--- src/hdl/topo_pkg.sv ---
// Package for the minimum-id topological sorter.
// Holds the field widths and the default sizes; no dependencies.
package topo_pkg;

    localparam int ID_W = 6;
    localparam int EDGE_W = 2 * ID_W;
    localparam int DEF_MAX_NODES = 64;
    localparam int DEF_MAX_EDGES = 256;

endpackage

--- src/hdl/topo_ram.sv ---
// Generic single-port-write, single-port-read RAM with a registered read.
// No dependencies.
module topo_ram #(
    parameter int WIDTH = 8,
    parameter int DEPTH = 16,
    parameter int AW = (DEPTH > 1) ? $clog2(DEPTH) : 1
) (
    input  logic             i_clk,
    input  logic             i_we,
    input  logic [AW-1:0]    i_waddr,
    input  logic [WIDTH-1:0] i_wdata,
    input  logic [AW-1:0]    i_raddr,
    output logic [WIDTH-1:0] o_rdata
);

    logic [WIDTH-1:0] r_mem [DEPTH];

    always_ff @(posedge i_clk) begin
        if (i_we) begin
            r_mem[i_waddr] <= i_wdata;
        end
        o_rdata <= r_mem[i_raddr];
    end

endmodule

--- src/hdl/topological_sort_min_id.sv ---
// Topological sorter: loads edges and emits node ids in Kahn order, smallest ready id first.
// A loading beat keeps the block busy in S_LOAD after it is taken, so no new edge is taken
// until that one is stored. After the last edge the sort passes S_INIT, then per emitted
// node S_PICK, S_EREAD and S_ECHK per stored edge, S_DEC per edge leaving it, then S_EMIT.
// Results come as single-cycle strobes on o_valid. Reset (synchronous, active low) returns the
// block to idle with an empty graph; the edge and in-degree memories need no clearing pass.
// Depends on topo_pkg and topo_ram.
module topological_sort_min_id #(
    parameter int MAX_NODES = topo_pkg::DEF_MAX_NODES,
    parameter int MAX_EDGES = topo_pkg::DEF_MAX_EDGES
) (
    input  logic                    i_clk,
    input  logic                    i_rst_n,
    input  logic                    start,
    output logic                    busy,
    input  logic [topo_pkg::ID_W-1:0] i_tail_id,
    input  logic [topo_pkg::ID_W-1:0] i_head_id,
    input  logic                    i_last_edge,
    output logic                    o_valid,
    output logic [topo_pkg::ID_W-1:0] o_node_id,
    output logic                    o_is_last,
    output logic                    o_none_ordered,
    output logic                    o_overflow
);

    localparam int NW = $clog2(MAX_NODES);
    localparam int CW = $clog2(MAX_EDGES + 1);
    localparam int AW = (MAX_EDGES > 1) ? $clog2(MAX_EDGES) : 1;
    localparam int DW = $clog2(MAX_EDGES + 1);
    localparam int IW = topo_pkg::ID_W;

    typedef enum logic [2:0] {
        S_IDLE, S_LOAD, S_INIT, S_PICK, S_EREAD, S_ECHK, S_DEC, S_EMIT
    } t_state;

    t_state r_state;
    logic [IW-1:0] r_tail, r_head, r_node;
    logic [NW-1:0] r_dnode;
    logic r_keep, r_last, r_ovf;
    logic [CW-1:0] r_count, r_eidx;
    logic [MAX_NODES-1:0] r_present, r_deg_valid, r_ready;

    logic accept, tail_ok, head_ok;
    logic [NW-1:0] pick;
    logic [CW-1:0] n_eidx;
    logic [IW-1:0] e_tail, e_head;

    logic e_we;
    logic [AW-1:0] e_raddr;
    logic [topo_pkg::EDGE_W-1:0] e_rdata;
    logic d_we;
    logic [NW-1:0] d_waddr, d_raddr;
    logic [DW-1:0] d_wdata, d_rdata, d_dec;

    assign accept = start && (r_state == S_IDLE);
    assign busy = (r_state != S_IDLE);
    assign tail_ok = ({1'b0, i_tail_id} < (IW + 1)'(MAX_NODES));
    assign head_ok = ({1'b0, i_head_id} < (IW + 1)'(MAX_NODES));
    assign e_tail = e_rdata[topo_pkg::EDGE_W-1:IW];
    assign e_head = e_rdata[IW-1:0];
    assign n_eidx = r_eidx + CW'(1);
    assign d_dec = d_rdata - DW'(1);

    always_comb begin
        pick = '0;
        for (int k = MAX_NODES - 1; k >= 0; k--) begin
            if (r_ready[k]) begin
                pick = NW'(k);
            end
        end
    end

    assign e_we = (r_state == S_LOAD) && r_keep;
    assign e_raddr = r_eidx[AW-1:0];

    always_comb begin
        d_we = 1'b0;
        d_waddr = r_head[NW-1:0];
        d_wdata = r_deg_valid[r_head[NW-1:0]] ? d_rdata + DW'(1) : DW'(1);
        d_raddr = (r_state == S_ECHK) ? e_head[NW-1:0] : i_head_id[NW-1:0];
        case (r_state)
            S_LOAD: begin
                d_we = r_keep;
            end
            S_DEC: begin
                d_waddr = r_dnode;
                d_wdata = d_dec;
                d_we = r_deg_valid[r_dnode] && (d_rdata != '0);
            end
            default: begin
                d_we = 1'b0;
            end
        endcase
    end

    topo_ram #(.WIDTH(topo_pkg::EDGE_W), .DEPTH(MAX_EDGES)) u_edge_ram (
        .i_clk  (i_clk),
        .i_we   (e_we),
        .i_waddr(r_count[AW-1:0]),
        .i_wdata({r_tail, r_head}),
        .i_raddr(e_raddr),
        .o_rdata(e_rdata)
    );

    topo_ram #(.WIDTH(DW), .DEPTH(MAX_NODES)) u_deg_ram (
        .i_clk  (i_clk),
        .i_we   (d_we),
        .i_waddr(d_waddr),
        .i_wdata(d_wdata),
        .i_raddr(d_raddr),
        .o_rdata(d_rdata)
    );

    always_ff @(posedge i_clk) begin
        if (!i_rst_n) begin
            r_state <= S_IDLE;
            r_count <= '0;
            r_eidx <= '0;
            r_present <= '0;
            r_deg_valid <= '0;
            r_ready <= '0;
            r_ovf <= 1'b0;
            r_keep <= 1'b0;
            r_last <= 1'b0;
            o_valid <= 1'b0;
            o_node_id <= '0;
            o_is_last <= 1'b0;
            o_none_ordered <= 1'b0;
            o_overflow <= 1'b0;
        end else begin
            o_valid <= 1'b0;
            case (r_state)
                S_IDLE: begin
                    if (accept) begin
                        r_tail <= i_tail_id;
                        r_head <= i_head_id;
                        r_last <= i_last_edge;
                        r_keep <= tail_ok && head_ok && (r_count < CW'(MAX_EDGES));
                        if (tail_ok && head_ok && (r_count == CW'(MAX_EDGES))) begin
                            r_ovf <= 1'b1;
                        end
                        r_state <= S_LOAD;
                    end
                end
                S_LOAD: begin
                    if (r_keep) begin
                        r_count <= r_count + CW'(1);
                        r_present <= r_present
                                     | (MAX_NODES'(1) << r_tail[NW-1:0])
                                     | (MAX_NODES'(1) << r_head[NW-1:0]);
                        r_deg_valid[r_head[NW-1:0]] <= 1'b1;
                    end
                    r_state <= r_last ? S_INIT : S_IDLE;
                end
                S_INIT: begin
                    r_ready <= r_present & ~r_deg_valid;
                    r_state <= S_PICK;
                end
                S_PICK: begin
                    if (r_ready == '0) begin
                        o_valid <= 1'b1;
                        o_node_id <= '0;
                        o_is_last <= 1'b1;
                        o_none_ordered <= 1'b1;
                        o_overflow <= r_ovf;
                        r_count <= '0;
                        r_present <= '0;
                        r_deg_valid <= '0;
                        r_ovf <= 1'b0;
                        r_state <= S_IDLE;
                    end else begin
                        r_node <= IW'(pick);
                        r_ready[pick] <= 1'b0;
                        r_eidx <= '0;
                        r_state <= (r_count == '0) ? S_EMIT : S_EREAD;
                    end
                end
                S_EREAD: begin
                    r_state <= S_ECHK;
                end
                S_ECHK: begin
                    if (e_tail == r_node) begin
                        r_dnode <= e_head[NW-1:0];
                        r_state <= S_DEC;
                    end else if (n_eidx == r_count) begin
                        r_state <= S_EMIT;
                    end else begin
                        r_eidx <= n_eidx;
                        r_state <= S_EREAD;
                    end
                end
                S_DEC: begin
                    if (r_deg_valid[r_dnode] && (d_rdata != '0) && (d_dec == '0)) begin
                        r_ready[r_dnode] <= 1'b1;
                    end
                    if (n_eidx == r_count) begin
                        r_state <= S_EMIT;
                    end else begin
                        r_eidx <= n_eidx;
                        r_state <= S_EREAD;
                    end
                end
                S_EMIT: begin
                    o_valid <= 1'b1;
                    o_node_id <= r_node;
                    o_is_last <= (r_ready == '0);
                    o_none_ordered <= 1'b0;
                    o_overflow <= r_ovf;
                    if (r_ready == '0) begin
                        r_count <= '0;
                        r_present <= '0;
                        r_deg_valid <= '0;
                        r_ovf <= 1'b0;
                        r_state <= S_IDLE;
                    end else begin
                        r_state <= S_PICK;
                    end
                end
                default: begin
                    r_state <= S_IDLE;
                end
            endcase
        end
    end

endmodule

--- config.mk ---
export PLATFORM = sky130hd
export DESIGN_NAME = topological_sort_min_id
export DESIGN_NICKNAME = d
export VERILOG_FILES = /design/src/hdl/topo_pkg.sv /design/src/hdl/topo_ram.sv /design/src/hdl/topological_sort_min_id.sv
export SDC_FILE = /design/constraint.sdc
export NUM_CORES = 2
export LEC_CHECK = 0
export BUFFER_PORTS_ARGS = -buffer_cell sky130_fd_sc_hd__buf_2
export CAP_MARGIN = 25
export CELL_PAD_IN_SITES_DETAIL_PLACEMENT = 0
export CELL_PAD_IN_SITES_GLOBAL_PLACEMENT = 2
export CORE_MARGIN = 3
export CORE_UTILIZATION = 51
export CTS_CLUSTER_SIZE = 30
export DETAILED_ROUTE_END_ITERATION = 8
export PLACE_DENSITY_LB_ADDON = 0.1
export SLEW_MARGIN = 30
export SYNTH_ARGS = -nofsm -noshare
export SYNTH_HDL_FRONTEND = slang
export SYNTH_SLANG_ARGS = --single-unit
--- constraint.sdc ---
create_clock -name i_clk -period 11.4 [get_ports i_clk]
set_clock_uncertainty 0.15 [all_clocks]
set_input_delay 2.28 -clock i_clk [delete_from_list [all_inputs] [get_ports i_clk]]
set_output_delay 2.28 -clock i_clk [all_outputs]
set_load 0.02 [all_outputs]
==> summary.md <==
| Metric | Value |
|---|---|
| FILL cells | roughly 22,000 |
| Multi-input gate area | between 30,000 and 40,000 sq um |
| CP startpoint kind | flop |
| Outcome | completed |
| Die Area | a little over 300,000 sq um |
| Number of global-route vias before repair | between 70,000 and 80,000 |
| Antenna Nets Post-Route | 0 |
| Largest cells by area after synthesis | edfxtp_1, mux4_2, dfxtp_1 |
| Reg-to-reg setup timing slack | between 6 and 7 ns |
| Register area | around 120,000 sq um |
| Setup crit end | u_edge_ram.o_rdata[0]$_DFF_P_ |
| Slew margin rel. | 0.1756 |
| Total power | ~30,000 uW |
| CTS buffer count | 401 |
| Power share of the combinational group | 0.023 |
| Clk pwr share | 0.437 |
| Category of the most critical setup path | flop to flop |
| Launch point of the worst path | r_eidx[0]$_SDFFE_PN0P_ |
| Most frequent cells in the layout | edfxtp_1, mux4_2, nor2_1 |
| Number of synthesized flops with an enable pin | roughly 3,700 |
| Min Hold Slack | 0.3084 ns |
| Drt drc | 0 |
| CTS Sinks | 3,919 |
| WL per Instance | ~34 microns |
| Via Count | approximately 77,000 |
| RR Endpoint | u_edge_ram.o_rdata[0]$_DFF_P_ |
| Tmin final | 5.328 ns |
| Final hold vios | 0 |
| H-tree levels | 5 |
| CTS tree | done |
| Rows | ~200 |
| Ratio of final minimum period to clock period | 0.4674 |
| Latest clock arrival within the worst-skew pair | approximately 0.96 ns |
| Min-delay worst type | flop to flop |
| Iter 0 DRT Violations | roughly 9,000 |
| P_leak | approximately 0.053 uW |
| Int Pwr | 23,220 uW |
| Sequential fraction of design power | 0.539 |
| Mapped cell area | roughly 150,000 sq um |
| Fin cells | roughly 12,000 |
| Critical-path maximum fanout | 71 |
| Yosys top cell area share | 0.7143 |
| Finish-stage setup viols | 0 |
| Total power per unit cell area | 168.3 nW/um^2 |
| Slew @ Worst Pin | ~1.2 ns |
| Router iterations before antenna repair | 7 |
| Setup_tns | 0 ns |
| Worst r2r src | r_eidx[0]$_SDFFE_PN0P_ |
| Synthesized area per cell | 20.71 sq um |
| Top Ports | 27 |
| Largest area contributor in the netlist | edfxtp_1 |
| Die W | 556.2 microns |
| Post-layout util | 0.5783 |
| Sequential-to-total area share from yosys stat | 0.7464 |
| Root buf cell | clkbuf_16 |
| Syn Inst Count | around 7,500 |
| RSZ-0062 raised after global routing | false |
| Syn_nets | roughly 7,500 |
| Global-route wire length before repair | 578.1 mm |
| Max Transition Viols Final | 0 |
| Via density | between 6 and 7 |
| Placed insts | 11,270 |
| GP Congestion | just under 0.9 |
| Clk buf depth | 4 |
| Arrival time worst endpoint | 5.93 ns |
| Sw frac | 0.2060 |
| Die height | approximately 560 microns |
| NetSw | ~6000 uW |
| Worst R2R Path Depth | 8 |
| Cts hold-fix bufs | 0 |
| Initial antenna violation count | 8 |
| Number of synthesized register bits | between 3,000 and 4,000 |
| Area grow syn2layout | 12.59% |
| Ys Warns | 0 |
| Endpoint required time on the critical path | approximately 12 ns |
| Largest net degree at the start of global routing | 230 |
| Gr usage total | 0.2613 |
| Max IR drop VDD | roughly 0.14 mV |
| # port buffers | 26 |
| CP Capture Type | flop |
| Post-DP HPWL | 239.8 mm |
| Fmax | roughly 0.19 GHz |
| Clk pin slew, worst setup/hold paths | ~0.060 ns |
| Max-Cap Viols | 0 |
| Total grt overflow | 0 |
| CORE AREA | 300,500 sq um |
| Post-CTS setup buffer count | 0 |
| Nets | 7,748 |
| Library cells used by synthesis | 85 |
| Share of layout cells above drive strength 1 | 0.2879 |
| Initial Util | 0.5136 |
| # resized after CTS | 0 |
| Most common cell after layout, fill and taps aside | edfxtp_1 |
| Routed Wire Length | between 400 and 500 mm |
| Async set or reset register ratio after synthesis | 0 |
| Synth Flop Type | edfxtp_1 |
## power by group through the flow
stage,Clock (uW),Combinational [uW],Sequential [uW]
global route,13600,730,15800
CTS,13000,673,15800
floorplan,0,303,16200
finish,12800,687,15800
global placement,0,650,16100
detailed placement,0,673,16100
## cells in the mapped netlist (43+ instances only)
cell type and n:
mux4_2 1175, o21a_1 44, nor2_1 610, dfxtp_1 247
nor3_1 43, edfxtp_1 3672, nor3b_1 44, mux2i_1 43
buf_1 57, buf_2 97, a21oi_1 104, nand3_1 64
o21ai_0 87, o31a_1 57, nand2_1 216, clkbuf_1 262
## logic make-up after synthesis
family                   Yosys count  synth area share
XOR/XNOR                          25          0.001516
AND/OR/NAND/NOR                 1224           0.03671
buffers and inverters            462           0.01238
AO/OA/AOI/OAI                    582           0.02698
multiplexers                    1233            0.1753
flip-flops                      3919            0.7464
adder cells (fa/ha/maj)            9         0.0007295
## how the worst min path moves through the flow
stage                                   from                    endpoint  slack [ns]  cells after the start
2_1_floorplan  u_edge_ram.o_rdata[0]$_DFF_P_        r_dnode[0]$_DFFE_PP_        0.26                      0
3_3_place_gp      r_present[32]$_SDFFE_PN0P_  r_present[32]$_SDFFE_PN0P_        0.29                      1
3_5_place_dp      r_present[32]$_SDFFE_PN0P_  r_present[32]$_SDFFE_PN0P_        0.30                      1
4_1_cts                  r_last$_SDFFE_PN0P_         r_last$_SDFFE_PN0P_        0.31                      2
5_1_grt           r_present[32]$_SDFFE_PN0P_  r_present[32]$_SDFFE_PN0P_        0.33                      1
6_report                 r_last$_SDFFE_PN0P_         r_last$_SDFFE_PN0P_        0.31                      2
## worst max-delay path, cell delays in order (launching register included)
cell and delay [ns]:
dfxtp_4 0.86, buf_4 0.76, buf_12 0.34, buf_16 0.43, mux4_2 0.59, mux4_2 0.55
mux4_2 0.54, a22oi_1 0.50, nand2_1 0.21
## through the flow
stage          area [sq um]  setup WS [ns]
6_report             173800          6.072
3_5_place_dp         160500          5.377
3_3_place_gp         160100          5.388
5_1_grt              173800          5.695
2_1_floorplan        154400          3.432
4_1_cts              173300          5.879
## state kept, by name, indices dropped and copies added (netlist names)
register / count
o_none_ordered: 1
r_tail: 6
r_count: 9
o_overflow: 1
r_deg_valid: 64
r_eidx: 9
r_ovf: 1
r_state: 3
r_keep: 1
r_ready: 64
u_edge_ram.r_mem: 3072
r_node: 6
u_deg_ram.r_mem: 576
o_node_id: 6
r_present: 64
u_deg_ram.o_rdata: 9
r_head: 6
u_edge_ram.o_rdata: 12
o_valid: 1
r_last: 1
o_is_last: 1
r_dnode: 6
## cell type report
type / instances / area share
Timing Repair Buffer: 297 / 0.01552
Multi-Input combinational cell: 3073 / 0.2187
Sequential cell: 3919 / 0.6631
Clock inverter: 241 / 0.01247
Inverter: 31 / 0.0006696
Clock buffer: 494 / 0.06102
Antenna cell: 6 / 0.00008639
Tap cell: 3958 / 0.02850
## routing by layer
metal	routed length (microns)	global-route usage	up-vias	share of wire
li1	-	-	31700	-
met4	10190	0.06117	2	0.025
met1	173800	0.3932	41460	0.43
met3	28160	0.04217	547	0.070
met2	192000	0.4069	2957	0.48
met5	13	0	-	0.000032
Power figures use the tool's default switching activity.
